==> src/ryc_pkg.sv <==
// Shared types and constants for the 2x2 RGB to YCbCr 4:2:0 converter.
// Used by ryc_lane, ryc_merge and rgb_to_ycbcr_420_block_top; no dependencies.
package ryc_pkg;

    localparam int GAIN_W    = 16;
    localparam int PIX_W     = 8;
    localparam int PROD_W    = GAIN_W + PIX_W;
    // Wide enough for three products plus the offset at any gain setting, signed.
    localparam int SUM_W     = 28;
    localparam int NUM_LANES = 4;
    localparam int NUM_REGS  = 8;
    localparam int IDX_W     = 3;

    typedef enum logic [IDX_W-1:0] {
        REG_LUMA_RED   = 3'd0,
        REG_LUMA_GREEN = 3'd1,
        REG_LUMA_BLUE  = 3'd2,
        REG_CB_RED     = 3'd3,
        REG_CB_GREEN   = 3'd4,
        REG_CB_BLUE    = 3'd5,
        REG_CR_RED     = 3'd6,
        REG_CR_GREEN   = 3'd7
    } reg_idx_t;

    localparam logic [GAIN_W-1:0] RST_LUMA_RED   = 16'd2105;
    localparam logic [GAIN_W-1:0] RST_LUMA_GREEN = 16'd4129;
    localparam logic [GAIN_W-1:0] RST_LUMA_BLUE  = 16'd803;
    localparam logic [GAIN_W-1:0] RST_CB_RED     = 16'd1212;
    localparam logic [GAIN_W-1:0] RST_CB_GREEN   = 16'd2384;
    localparam logic [GAIN_W-1:0] RST_CB_BLUE    = 16'd3596;
    localparam logic [GAIN_W-1:0] RST_CR_RED     = 16'd3596;
    localparam logic [GAIN_W-1:0] RST_CR_GREEN   = 16'd3015;

    typedef struct packed {
        logic [GAIN_W-1:0] luma_red;
        logic [GAIN_W-1:0] luma_green;
        logic [GAIN_W-1:0] luma_blue;
        logic [GAIN_W-1:0] cb_red;
        logic [GAIN_W-1:0] cb_green;
        logic [GAIN_W-1:0] cb_blue;
        logic [GAIN_W-1:0] cr_red;
        logic [GAIN_W-1:0] cr_green;
    } gains_t;

    // Pipeline load strobes from the top-level flow control to each lane.
    typedef struct packed {
        logic load_prod;
        logic load_sum;
    } lane_ctrl_t;

endpackage

==> src/ryc_merge.sv <==
// Merge stage: floor average of the four lane chroma values, plus output register.
// Depends on ryc_pkg.
module ryc_merge (
    input  logic                                          clk,
    input  logic                                          load,
    input  logic [ryc_pkg::NUM_LANES-1:0][ryc_pkg::PIX_W-1:0] luma_in,
    input  logic [ryc_pkg::NUM_LANES-1:0][ryc_pkg::PIX_W-1:0] cb_in,
    input  logic [ryc_pkg::NUM_LANES-1:0][ryc_pkg::PIX_W-1:0] cr_in,
    output logic [ryc_pkg::NUM_LANES-1:0][ryc_pkg::PIX_W-1:0] luma_out,
    output logic [ryc_pkg::PIX_W-1:0]                     cb_out,
    output logic [ryc_pkg::PIX_W-1:0]                     cr_out
);

    localparam int PIX_W = ryc_pkg::PIX_W;
    localparam int ACC_W = PIX_W + 2;

    logic [ACC_W-1:0] cb_total, cr_total;
    logic [ryc_pkg::NUM_LANES-1:0][PIX_W-1:0] luma_reg;
    logic [PIX_W-1:0] cb_reg, cr_reg;

    always_comb
    begin
        cb_total = ACC_W'(cb_in[0]) + ACC_W'(cb_in[1]) + ACC_W'(cb_in[2]) + ACC_W'(cb_in[3]);
        cr_total = ACC_W'(cr_in[0]) + ACC_W'(cr_in[1]) + ACC_W'(cr_in[2]) + ACC_W'(cr_in[3]);
    end

    always_ff @(posedge clk)
    begin
        if (load)
        begin
            luma_reg <= luma_in;
            cb_reg   <= cb_total[ACC_W-1:2];
            cr_reg   <= cr_total[ACC_W-1:2];
        end
    end

    assign luma_out = luma_reg;
    assign cb_out   = cb_reg;
    assign cr_out   = cr_reg;

endmodule

==> config.mk <==
export PLATFORM = sky130hd
export DESIGN_NAME = ryc_merge
export DESIGN_NICKNAME = d
export VERILOG_FILES = /design/src/ryc_pkg.sv /design/src/ryc_merge.sv
export SDC_FILE = /design/constraint.sdc
export NUM_CORES = 1
export LEC_CHECK = 0
export ABC_AREA = 1
export BUFFER_PORTS_ARGS = -buffer_cell sky130_fd_sc_hd__buf_2
export CORE_MARGIN = 2
export CORE_UTILIZATION = 30
export DETAILED_ROUTE_END_ITERATION = 8
export GPL_TIMING_DRIVEN = 1
export PLACE_DENSITY = 0.69
export RECOVER_POWER = 50
export SYNTH_ARGS = -nofsm -noshare
export SYNTH_HDL_FRONTEND = slang
export SYNTH_SLANG_ARGS = --single-unit
export TNS_END_PERCENT = 30
==> constraint.sdc <==
create_clock -name clk -period 2.3 [get_ports clk]
set_input_delay 0.115 -clock clk [delete_from_list [all_inputs] [get_ports clk]]
set_output_delay 0.115 -clock clk [all_outputs]
set_load 0.03 [all_outputs]
== After elaboration in Yosys (flattened, before gate mapping) ==
Cells that the tools add are included.
Operators by class
  add/sub/neg operators: 6
Operators by type and width (count)
  10-bit by 8-bit adder with 10-bit output: 2
  9-bit by 8-bit adder with 10-bit output: 2
  8-bit by 8-bit adder with 9-bit output: 2
Word-level totals
  bits in registers: 48
  bits of input ports: 98
  output and inout bits: 48
  word-level logic and storage cells: 12

== Longest topological paths before layout ==
  depth after elaboration: 3
  depth in mapped cells: 13

== Least setup slack after synthesis ==
No wires, ideal clock.
  path kind: input to register
  start: input port cr_in[1] in the netlist's numbering
  end: register cr_reg[5] (netlist: cr_out[5]), data pin
  library setup time: 252 ps
  arrival: 2197 ps
  data required time: 2048 ps
  slack: -150 ps
  stages on the path: 12
  cell sequence: inv_1 fa_1 inv_1 fa_1 nand2_1 nor2_1 inv_1 fa_1 o21ai_2 nand2_2 nand3_1 nand2_1
On the way
  word-level cells in the longest chain between the ends: 3
RTL lines
  from (decl): RTL line ryc_merge.sv:8  | input logic [ryc_pkg::NUM_LANES-1:0][ryc_pkg::PIX_W-1:0] cr_in,
  8-bit by 8-bit adder with 9-bit output: RTL line ryc_merge.sv:24  | cr_total = ACC_W'(cr_in[0]) + ACC_W'(cr_in[1]) + ACC_W'(cr_in[2]) + ACC_W'(cr_in[3]);
  9-bit by 8-bit adder with 10-bit output: RTL line ryc_merge.sv:24
  10-bit by 8-bit adder with 10-bit output: RTL line ryc_merge.sv:24
  via cr_total[7]: RTL line ryc_merge.sv:17  | logic [ACC_W-1:0] cb_total, cr_total;
  to (signal assigned): RTL line ryc_merge.sv:33  | cr_reg <= cr_total[ACC_W-1:2];
  to (decl): RTL line ryc_merge.sv:19  | logic [PIX_W-1:0] cb_reg, cr_reg;
The timed path passes the listed nets, and every way through them passes these cells.
A chain may end at the register's enable or synchronous reset.

== Worst setup path after layout ==
Same ends and word-level chain as after synthesis.

==> run summary <==
Layout
- final core utilization: 45.9%
- sequential cell area: 0.00144 mm^2
- Syn-to-layout area delta: 47.8%
- commonest cells after routing, fill and taps aside: sky130_fd_sc_hd__buf_2, sky130_fd_sc_hd__inv_1, sky130_fd_sc_hd__edfxtp_1, sky130_fd_sc_hd__nand2_1, sky130_fd_sc_hd__dlygate4sd3_1
- commonest non-fill, non-tap cell in the layout: sky130_fd_sc_hd__buf_2
- fill cell total of the finished layout: 939
- proportion of layout cells with a drive suffix above 1: 37.0%
- area of combinational cells with multiple inputs: 0.00121 mm^2
- post-layout net count: 627
- final non-filler cell total: 618

Detailed routing
- total detailed-routing wirelength: 6.72 mm
- Wirelength per Cell: 10.9 um
- vias per inst: 3.95
- number of routed nets with antenna violations: 0
- number of iterations in the first detailed-routing pass: 4
- number of remaining DRC errors: 0
- vias post-DR: 2442
- DR iter-0 viols: 87

Timing
- final period utilization: 95.8%
- Final Setup Violations: 0
- maximum frequency from static timing analysis: 454 MHz
- Hold Vio Cnt, Final: 0
- final worst slack: 0.0972 ns
- Slew @ Worst Pin: 1.17 ns
- total negative slack: 0 ns
- post-layout minimum cycle time: 2.20 ns
- RSZ-0062 raised after global routing: yes
- headroom to the max-slew limit: 21.9%
- number of max-slew violations in the final report: 0

GRT
- first-pass GRT wire length: 11.1 mm
- global routing usage summed across all routing layers: 12.6%
- aggregate global routing overflow: 0
- vias in the first global route: 2544
- maximum number of pins on one net before global-route repair: 49
- number of antenna violations at the first check in global routing: 1

Logic synthesis
- net count after synthesis: 428
- area share of the largest cell type after synthesis: 47.3%
- synthesized netlist cell count: 284
- Mapped Avg Cell Area: 10.7 um^2
- cell type with the highest aggregate area in the netlist: sky130_fd_sc_hd__edfxtp_1
- synthesis-stage register bit count: 48
- post-synthesis instance area: 0.00305 mm^2
- main area contributors after synthesis: sky130_fd_sc_hd__edfxtp_1, sky130_fd_sc_hd__fa_1, sky130_fd_sc_hd__inv_1
- Yosys warning count: 0
- number of distinct library cells after synthesis: 16
- sequential cell area fraction in the yosys report: 47.3%

Worst setup path
- capturing element type of the critical path: flop
- data required time of the critical path: 2.37 ns
- CP arrival: 2.27 ns
- CP startpoint kind: input pin
- critical path class: input pin to flop
- worst-path maximum fanout: 3

Hold path
- hold path start: cb_in[24]
- Hold EP: cb_out[0]
- Hold Path Cell Cnt: 4
- classification of the worst-slack hold path: input pin to flop

Placement
- HPWL reported at the end of detailed placement: 5.34 mm
- port buffer count: 145
- last weighted congestion value of the routability-driven placer: 0.787
- worst slack, placed: -0.257 ns
- post-placement cell count: 577

CTS
- post-CTS clock slew at the launch and capture registers of the worst setup and hold paths: 0.10 ns
- total clock sinks: 48
- number of setup buffers added after CTS: 0
- buffer cell driving the clock tree root: sky130_fd_sc_hd__clkbuf_8
- Inserted Clock Buffers: 5
- number of H-tree branching levels: 2
- maximum clock path buffer count: 2
- CTS tree: done

Outcome
- result of the run: finished clean

Job
- Maximum Capacitance Violations: 0

Floorplan
- die extent in x: 105 um
- floorplan row count: 36
- die footprint: 0.0110 mm^2
- number of primary I/O pins: 146
- die height: 105 um
- initial standard-cell utilization of the core: 31.0%
- area of the placeable core: 0.00982 mm^2

Pwr
- P_leak: 0.00244 uW
- power density over the cells: 767 mW/mm^2
- IR drop worst, VDD: 0.280 mV

[Yosys cell counts]
master and instances:
sky130_fd_sc_hd__nand2_1 46, sky130_fd_sc_hd__nand3_1 8, sky130_fd_sc_hd__nor2_1 3, sky130_fd_sc_hd__nand2_2 3, sky130_fd_sc_hd__fa_1 32, sky130_fd_sc_hd__nand4_1 1
sky130_fd_sc_hd__a21o_1 1, sky130_fd_sc_hd__edfxtp_1 48, sky130_fd_sc_hd__xnor2_1 1, sky130_fd_sc_hd__nor2_2 1, sky130_fd_sc_hd__a21oi_1 10, sky130_fd_sc_hd__xor2_1 5
sky130_fd_sc_hd__o21ai_2 1, sky130_fd_sc_hd__ha_1 14, sky130_fd_sc_hd__o21a_1 1, sky130_fd_sc_hd__inv_1 109
[sequential cells by signal (all words and copies together) (netlist names)]
name	count
luma_out	32
cr_out	8
cb_out	8
[layout make-up]
cell class | instances | area share (%)
Sequential cell | 48 | 32.0
Tap cell | 133 | 3.69
Antenna cell | 1 | 0.0555
Multi-Input combinational cell | 127 | 27.0
Inverter | 109 | 9.08
Clock buffer | 5 | 1.53
Clock inverter | 3 | 1.03
Timing Repair Buffer | 192 | 25.7
[cells by family after synthesis]
kind of cell               share of synthesized area [%]
AOI/OAI and AO/OA                                   2.42
xor gates and xnor gates                            1.72
DFF                                                 47.3
buffers and inverters                               13.4
and+or+nand+nor                                     8.37
adders and majority gates                           26.8
[metal layers]
layer / vias up / part of all wire [%] / track usage, %
li1: 1232 / - / -
met2: 96 / 49 / 22.9
met5: - / 0 / 0
met4: 0 / 1.5 / 3.33
met3: 10 / 8.8 / 4.12
met1: 1104 / 40 / 14.3
[metrics by stage]
stage | hold slack [ns] | power [uW] | instance area [um^2]
after floorplan | 0.214 | 2270 | 3050
after global placement | 0.292 | 2770 | 4070
after detailed placement | 0.293 | 2820 | 4070
after CTS | 0.0104 | 3500 | 4490
after global routing | 0.448 | 3750 | 4510
final | 0.411 | 3460 | 4510
[critical path: stages]
cell and delay [ns]:
sky130_fd_sc_hd__buf_2 0.08, sky130_fd_sc_hd__inv_1 0.04, sky130_fd_sc_hd__fa_1 0.52, sky130_fd_sc_hd__inv_1 0.05
sky130_fd_sc_hd__fa_1 0.49, sky130_fd_sc_hd__nand2_1 0.05, sky130_fd_sc_hd__nor2_1 0.12, sky130_fd_sc_hd__inv_1 0.07
sky130_fd_sc_hd__fa_2 0.34, sky130_fd_sc_hd__o21ai_2 0.20, sky130_fd_sc_hd__nand2_2 0.07, sky130_fd_sc_hd__nand3_1 0.07
sky130_fd_sc_hd__nand2_1 0.06
[worst max path at each step]
stage                          from  depth (start not counted)         to  slack [ns]
after floorplan            cr_in[1]                         12  cr_out[5]       -0.07
after global placement     cr_in[1]                         13  cr_out[5]       -0.21
after detailed placement   cr_in[1]                         13  cr_out[5]       -0.26
after CTS                  cb_in[1]                         14  cb_out[5]        0.08
after global routing      cb_in[18]                         15  cb_out[6]       -0.02
final                      cr_in[1]                         13  cr_out[5]         0.1
[report_power, final]
group	internal [uW]	leakage (uW)	switching, uW
logic	643	0.00192	974
registers	1180	0.000469	41.2
clock network	328	0.0000548	287
total	2150	0.00244	1300
[repair_timing]
| action | in CTS | in global routing |
|---|---|---|
| hold endpoints to repair | 31 | 1 |
| hold buffers | 31 | 1 |
| gates resized for setup | 0 | 5 |
| endpoints found under the setup margin | 0 | 4 |
No activity file was read; power rests on OpenSTA's default activity.
