### src/ryc_pkg.sv
// Shared types and constants for the 2x2 RGB to YCbCr 4:2:0 converter.
// Used by ryc_lane, ryc_merge and rgb_to_ycbcr_420_block_top; no dependencies.
package ryc_pkg;

    localparam int GAIN_W    = 16;
    localparam int PIX_W     = 8;
    localparam int PROD_W    = GAIN_W + PIX_W;
    // Wide enough for three products plus the offset at any gain setting, signed.
    localparam int SUM_W     = 28;
    localparam int NUM_LANES = 4;
    localparam int NUM_REGS  = 8;
    localparam int IDX_W     = 3;

    typedef enum logic [IDX_W-1:0] {
        REG_LUMA_RED   = 3'd0,
        REG_LUMA_GREEN = 3'd1,
        REG_LUMA_BLUE  = 3'd2,
        REG_CB_RED     = 3'd3,
        REG_CB_GREEN   = 3'd4,
        REG_CB_BLUE    = 3'd5,
        REG_CR_RED     = 3'd6,
        REG_CR_GREEN   = 3'd7
    } reg_idx_t;

    localparam logic [GAIN_W-1:0] RST_LUMA_RED   = 16'd2105;
    localparam logic [GAIN_W-1:0] RST_LUMA_GREEN = 16'd4129;
    localparam logic [GAIN_W-1:0] RST_LUMA_BLUE  = 16'd803;
    localparam logic [GAIN_W-1:0] RST_CB_RED     = 16'd1212;
    localparam logic [GAIN_W-1:0] RST_CB_GREEN   = 16'd2384;
    localparam logic [GAIN_W-1:0] RST_CB_BLUE    = 16'd3596;
    localparam logic [GAIN_W-1:0] RST_CR_RED     = 16'd3596;
    localparam logic [GAIN_W-1:0] RST_CR_GREEN   = 16'd3015;

    typedef struct packed {
        logic [GAIN_W-1:0] luma_red;
        logic [GAIN_W-1:0] luma_green;
        logic [GAIN_W-1:0] luma_blue;
        logic [GAIN_W-1:0] cb_red;
        logic [GAIN_W-1:0] cb_green;
        logic [GAIN_W-1:0] cb_blue;
        logic [GAIN_W-1:0] cr_red;
        logic [GAIN_W-1:0] cr_green;
    } gains_t;

    // Pipeline load strobes from the top-level flow control to each lane.
    typedef struct packed {
        logic load_prod;
        logic load_sum;
    } lane_ctrl_t;

endpackage

### src/ryc_lane.sv
// One pixel lane: nine gain products, then offset sums, floor shift and clamp.
// Depends on ryc_pkg.
module ryc_lane #(
    parameter int FRACTION_BITS      = 13,
    parameter int RED_DIFF_BLUE_GAIN = 582
) (
    input  logic                          clk,
    input  ryc_pkg::lane_ctrl_t           ctrl,
    input  ryc_pkg::gains_t               gains,
    input  logic [ryc_pkg::PIX_W-1:0]     red,
    input  logic [ryc_pkg::PIX_W-1:0]     green,
    input  logic [ryc_pkg::PIX_W-1:0]     blue,
    output logic [ryc_pkg::PIX_W-1:0]     luma,
    output logic [ryc_pkg::PIX_W-1:0]     cb,
    output logic [ryc_pkg::PIX_W-1:0]     cr
);

    localparam int SUM_W  = ryc_pkg::SUM_W;
    localparam int PROD_W = ryc_pkg::PROD_W;
    localparam int PIX_W  = ryc_pkg::PIX_W;
    localparam logic [SUM_W-1:0] Y_OFS = SUM_W'(16 << FRACTION_BITS);
    localparam logic [SUM_W-1:0] C_OFS = SUM_W'(128 << FRACTION_BITS);
    localparam logic [ryc_pkg::GAIN_W-1:0] CR_BLUE = ryc_pkg::GAIN_W'(RED_DIFF_BLUE_GAIN);

    logic [PROD_W-1:0] y_r_reg, y_g_reg, y_b_reg;
    logic [PROD_W-1:0] cb_r_reg, cb_g_reg, cb_b_reg;
    logic [PROD_W-1:0] cr_r_reg, cr_g_reg, cr_b_reg;
    logic [SUM_W-1:0]  y_sum, cb_sum, cr_sum;
    logic [PIX_W-1:0]  luma_reg, cb_reg, cr_reg;

    // Negative sums clamp to zero; otherwise shift and saturate at 255.
    function automatic logic [PIX_W-1:0] shift_clamp(input logic [SUM_W-1:0] s);
        logic [SUM_W-1:0] q;
        q = s >> FRACTION_BITS;
        if (s[SUM_W-1])
            return '0;
        else if (|q[SUM_W-1:PIX_W])
            return '1;
        else
            return q[PIX_W-1:0];
    endfunction

    always_ff @(posedge clk)
    begin
        if (ctrl.load_prod)
        begin
            y_r_reg  <= gains.luma_red   * red;
            y_g_reg  <= gains.luma_green * green;
            y_b_reg  <= gains.luma_blue  * blue;
            cb_r_reg <= gains.cb_red     * red;
            cb_g_reg <= gains.cb_green   * green;
            cb_b_reg <= gains.cb_blue    * blue;
            cr_r_reg <= gains.cr_red     * red;
            cr_g_reg <= gains.cr_green   * green;
            cr_b_reg <= CR_BLUE          * blue;
        end
    end

    always_comb
    begin
        y_sum  = Y_OFS + SUM_W'(y_r_reg) + SUM_W'(y_g_reg) + SUM_W'(y_b_reg);
        cb_sum = C_OFS - SUM_W'(cb_r_reg) - SUM_W'(cb_g_reg) + SUM_W'(cb_b_reg);
        cr_sum = C_OFS + SUM_W'(cr_r_reg) - SUM_W'(cr_g_reg) - SUM_W'(cr_b_reg);
    end

    always_ff @(posedge clk)
    begin
        if (ctrl.load_sum)
        begin
            luma_reg <= shift_clamp(y_sum);
            cb_reg   <= shift_clamp(cb_sum);
            cr_reg   <= shift_clamp(cr_sum);
        end
    end

    assign luma = luma_reg;
    assign cb   = cb_reg;
    assign cr   = cr_reg;

endmodule

### config.mk
export PLATFORM = sky130hd
export DESIGN_NAME = ryc_lane
export DESIGN_NICKNAME = d
export VERILOG_FILES = /design/src/ryc_pkg.sv /design/src/ryc_lane.sv
export SDC_FILE = /design/constraint.sdc
export NUM_CORES = 2
export LEC_CHECK = 0
export ABC_AREA = 1
export BUFFER_PORTS_ARGS = -buffer_cell sky130_fd_sc_hd__buf_2
export CAP_MARGIN = 20
export CORE_UTILIZATION = 60
export CTS_CLUSTER_DIAMETER = 150
export CTS_CLUSTER_SIZE = 12
export DETAILED_ROUTE_END_ITERATION = 8
export PLACE_DENSITY_LB_ADDON = 0.05
export SYNTH_ARGS = -nofsm -noshare
export SYNTH_HDL_FRONTEND = slang
export SYNTH_SLANG_ARGS = --single-unit
### constraint.sdc
create_clock -name clk -period 10.3 [get_ports clk]
set_input_delay 0.515 -clock clk [delete_from_list [all_inputs] [get_ports clk]]
set_output_delay 0.515 -clock clk [all_outputs]
set_load 0.03 [all_outputs]
; After elaboration in Yosys (flattened, before gate mapping)
; Cells that the tools add are included.
[op_classes]
n_eq_ne = 0
n_lt_le_gt_ge = 0
n_div = 0
shift = 0
n_addsub = 9
n_reduce_logical = 3
mul = 9
muxes = 3
n_bitwise = 0
[ops]
columns = operator, n
row1 = $mul A16 B8 Y24, 8
row2 = $add A26 B24 Y27, 1
row3 = $add A26 B25 Y27, 1
row4 = $sub A26 B19 Y27, 1
row5 = $add A25 B24 Y26, 1
row6 = $sub A25 B24 Y26, 1
row7 = $sub A25 B25 Y26, 1
row8 = $add A18 B24 Y25 const A, 1
row9 = $add A21 B24 Y25 const A, 1
row10 = $sub A21 B24 Y25 const A, 1
row11 = $mux W8, 3
row12 = $reduce_or A7 Y1, 3
row13 = $mul A9 B8 Y17 const A, 1
[totals]
reg_bits = 233
rom_bits = 0
mem_count = 0
out_inout_bits = 24
word_cells = 36
ramBits = 0
inputBits = 155
latchBits = 0

; Longest topological paths before layout
[logic_depth]
ltp_word = 5
depth_mapped = 27
depth_no_buf = 27

; Worst setup path after synthesis
; No wires, ideal clock.
[synth_path]
path_type = input port to flip-flop
from = in green[6] (netlist name)
to = reg cb_g_reg[19] (data pin)
setup_time_ps = 258
cell_stages = 17
setup_slack_ps = 5438
required_time_ps = 10042
n_path_buf = 2
arrival_time_ps = 4604
path_cell_list = clkbuf_1 > buf_1 > nand2_1 > fa_1 > fa_1 > inv_1 > fa_1 > fa_1 > ha_1 > nand2_1 > o21ai_0 > a21oi_1 > o21ai_0 > a21oi_1 > o21ai_0 > a31oi_1 > xnor2_1
[synth_between]
elab_chain_cells = 1
[synth_lines]
columns = element, line
row1 = start: declaration, ryc_lane.sv:11  ; input logic [ryc_pkg::PIX_W-1:0] green,
row2 = $mul A16 B8 Y24, ryc_lane.sv:51  ; cb_g_reg <= gains.cb_green * green;
row3 = end signal: assignment, ryc_lane.sv:51
row4 = end: declaration, ryc_lane.sv:26  ; logic [PROD_W-1:0] cb_r_reg, cb_g_reg, cb_b_reg;
; No other way between the ends.
; A chain may end at the register's enable or synchronous reset.

; Worst setup path in the final report
[layout_path]
from = reg cb_r_reg[0]
to = reg cb_reg[2] (netlist: cb[2]) (data pin)
[layout_between]
elab_chain_cells = 5
[layout_lines]
columns = element, line
row1 = start: declaration, ryc_lane.sv:26
row2 = start signal: assignment, ryc_lane.sv:50  ; cb_r_reg <= gains.cb_red * red;
row3 = $sub A21 B24 Y25 (*), ryc_lane.sv:62  ; cb_sum = C_OFS - SUM_W'(cb_r_reg) - SUM_W'(cb_g_reg) + SUM_W'(cb_b_reg);
row4 = $sub A25 B25 Y26 (*), ryc_lane.sv:62
row5 = $add A26 B25 Y27 (*), ryc_lane.sv:62
row6 = $reduce_or A7 Y1, ryc_lane.sv:37  ; else if (|q[SUM_W-1:PIX_W])
row7 = $mux W8, ryc_lane.sv:37
row8 = end signal: assignment, ryc_lane.sv:71  ; cb_reg <= shift_clamp(cb_sum);
row9 = end: declaration, ryc_lane.sv:29  ; logic [PIX_W-1:0] luma_reg, cb_reg, cr_reg;
; Every way passes the cells marked *; elsewhere a longest branch is shown, timed or not.

==> metrics.md <==
| Metric | Value |
|---|---|
| Setup violators final | `0` |
| Root Driver | `clkbuf_16` |
| Status | `finished clean` |
| Synth Register Bits | `around 230` |
| First-pass GRT wire length | `188000 µm` |
| Crit path buffers/inverters | `3` |
| Sequential area share after synthesis | `0.147` |
| Setup WS pre-CTS | `between 4000 and 5000 ps` |
| Clock share of power | `0.049` |
| Critical-path maximum fanout | `8` |
| CP Cell Sequence | `inv_1 > ha_1 > nand3_1 > nor3_2 > nand3b_1 > nor3_2 > nand4_2 > nor4_1 > xor2_1 > inv_1 > fa_1 > inv_1 > ha_1 > a21oi_1 > o21ai_0 > nor2_1 > nand3_1 > nand2_1 > nand4_1 > nor2_1 > a21oi_1` |
| Crit path arrival time | `5390 ps` |
| Grt total ovfl | `0` |
| DP Area | `0.0487 mm²` |
| Hold Buf Count CTS | `0` |
| Hold path depth | `3` |
| Synth warn | `0` |
| Setup crit end kind | `register` |
| Wire per inst | `approximately 16 µm` |
| Worst-path clk slew | `~80 ps` |
| Final WL | `approximately 110000 µm` |
| CTS tree | `yes` |
| Crit share post-route | `0.496` |
| Critical path class | `reg2reg` |
| P_sw | `around 8700 µW` |
| Drt first-iter violations | `between 2000 and 2500` |
| Postcts setup bufs | `0` |
| Hold Vio Cnt, Final | `0` |
| Vias in the first global route | `37058` |
| DR pass1 iterations | `5` |
| Core Region | `0.0778 mm²` |
| Clock period minus worst slack | `roughly 5000 ps` |
| Final #Nets | `7313` |
| Die width | `about 280 µm` |
| TNS Setup | `0 ps` |
| Critical Path Max Stage Delay | `between 400 and 500 ps` |
| RD Place Congestion | `between 0.9 and 1` |
| Crit path depth | `21` |
| Rows | `just over 100` |
| Pint | `slightly above 7000 µW` |
| Logic pwr share | `0.811` |
| Fmax | `196 MHz` |
| Max cap viols | `0` |
| Worst-Margin Slew | `roughly 1100 ps` |
| Mapped Area | `between 0.04 and 0.05 mm²` |
| CTS buffer count | `23` |
| Power per Cell Area | `around 320 mW/mm²` |
| Die Footprint | `around 0.08 mm²` |
| Post-synthesis cell count | `5931` |
| Worst Reg-to-Reg Cells | `21` |
| Die height | `~280 µm` |
| Final Instance Area | `about 0.049 mm²` |
| Leak | `between 0.02 and 0.03 µW` |
| DR vias/cell | `5.19` |
| Starting Density | `0.610` |
| Post-route antenna net violation count | `0` |
| Pins over their slew limit | `0` |
| Post-synth top flop | `edfxtp_1` |
| Mean area per synthesized cell | `8.00 µm²` |
| CTS max path bufs | `3` |
| Peak supply drop | `roughly 0.27 mV` |
| Dpl hpwl | `around 92000 µm` |
| Worst path slowest cell | `fa_1` |
| Critical Path RT | `around 11000 ps` |
| Worst slew margin | `0.289` |
| Min-delay worst type | `in2reg` |
| Final WS setup | `5190 ps` |
| Post-synth cell types | `46` |
| Element type at the critical path start | `register` |
| Ys async rst share | `0` |
| Sequential share of power | `0.140` |
| GR Util All Layers | `0.292` |
| EDFF count, synth | `around 230` |
| Initial antenna violation count | `19` |
| Pin count of the biggest net entering global routing | `89` |
| I/O Buffers | `roughly 180` |
| Top delay family on crit path | `simple AND/OR/NAND/NOR gates` |
| Most frequent cell on the critical path | `inv_1` |
| H-tree depth | `1` |
| Share of layout cells above drive strength 1 | `0.0450` |
| Io pins | `between 150 and 200` |
| Num Clock Sinks | `around 230` |
| Syn nets | `about 7300` |
| Insertion delay to the later sink of the worst-skew pair | `~570 ps` |
| DRC Markers | `0` |
| Via count | `about 36000` |
| Area grow syn2layout | `3.96%` |
| Setup Skew | `around 46 ps` |
| PostCTS Resize Cnt | `0` |
| RSZ-0062 raised after global routing | `false` |
| Sw Share | `0.551` |
==> path summary, 6_finish.rpt <==
| kind | slack, ps | end | from |
|---|---|---|---|
| min | 400 | cb_b_reg[0]$_DFFE_PP_ | gains[32] |
| max reg2reg | 5190 | cb[2]$_SDFFCE_PP0P_ | cb_r_reg[0]$_DFFE_PP_ |
| min reg2reg | 990 | cr[4]$_SDFFCE_PP0P_ | cr_b_reg[17]$_DFFE_PP_ |
| max | 5190 | cb[2]$_SDFFCE_PP0P_ | cb_r_reg[0]$_DFFE_PP_ |
==> cells in the mapped netlist (all sizes together), types with 17 or more instances <==
cell type / n / share of area
a21o: 18 / 0.0028
a21oi: 270 / 0.028
a31oi: 23 / 0.0030
buf: 23 / 0.0020
clkbuf: 213 / 0.020
edfxtp: 233 / 0.15
fa: 726 / 0.31
ha: 522 / 0.14
inv: 1637 / 0.13
nand2: 1487 / 0.12
nand3: 87 / 0.0099
nand4: 47 / 0.0065
nor2: 167 / 0.014
nor3: 24 / 0.0032
o211ai: 17 / 0.0027
o21ai: 127 / 0.013
o21bai: 23 / 0.0036
xnor2: 80 / 0.015
xor2: 152 / 0.028
==> metrics by stage <==
step           hold slack, ps  cells   util  total power [µW]
5_1_grt                   401   6958  0.634             17700
6_report                  401   6959  0.634             15800
4_1_cts                   375   6949  0.633             15800
3_5_place_dp              923   6924  0.626             14900
2_1_floorplan             614   5931      -             11800
3_3_place_gp              915   6924  0.626             14900
==> cells by family (layout without fill, tap and decap cells) <==
kind of cell	after synthesis	after routing	share of synthesized area
buffers and inverters	1873	1852	0.151
flip-flops	233	233	0.147
XOR/XNOR	232	232	0.0428
AND/OR/NAND/NOR	1832	1832	0.155
other	0	9	0
AO/OA/AOI/OAI	513	513	0.0600
adder cells (fa/ha/maj)	1248	1248	0.444
==> cell usage in the layout (no fill, tap or decap), drive strengths merged, types with 3 or more instances in the layout <==
master	n
a21boi	6
o21ai	127
nor4	14
o221ai	3
inv	1637
edfxtp	233
buf	189
xnor2	80
o211ai	17
o2111ai	3
o21a	9
nand3	87
a31oi	23
nor3	24
nand4	47
clkbuf	25
nand2	1487
fa	726
a21oi	270
ha	522
o21bai	23
diode	9
nor2	167
xor2	152
a211oi	4
a21o	18
a221oi	4
==> area by class of cell <==
class	count	area [µm²]
flip-flops and latches	233	7000
clock inverters	1	8.76
clock buffers	24	579
inverters	1637	6140
repair buffers	190	1010
well taps	1040	1300
diodes	9	22.5
multi-input cells	3825	33300
fillers	6982	28500
==> metal layers <==
| layer | global-route usage | vias up | routed length, µm |
|---|---|---|---|
| met4 | 0.0976 | 16 | 3920 |
| met5 | 0 | - | 90 |
| li1 | - | 17540 | - |
| met2 | 0.463 | 1020 | 50500 |
| met3 | 0.0402 | 152 | 7600 |
| met1 | 0.415 | 17361 | 51000 |
==> power groups by stage <==
stage	combinational, µW	sequential [µW]	clock [µW]
floorplan	9630	2130	0
global placement	12700	2240	0
detailed placement	12700	2240	0
CTS	12800	2230	787
global route	14600	2250	812
finish	12900	2220	769
==> worst register-to-register path: cells and delay by family (launching register included) <==
family                   cells  cell delay [ps]
AND/OR/NAND/NOR             11             2090
adder cells (fa/ha/maj)      3             1060
flip-flops                   1              460
XOR/XNOR                     1              170
buffers and inverters        3              250
AO/OA/AOI/OAI                3              780
(Power assumes the default switching activity.)
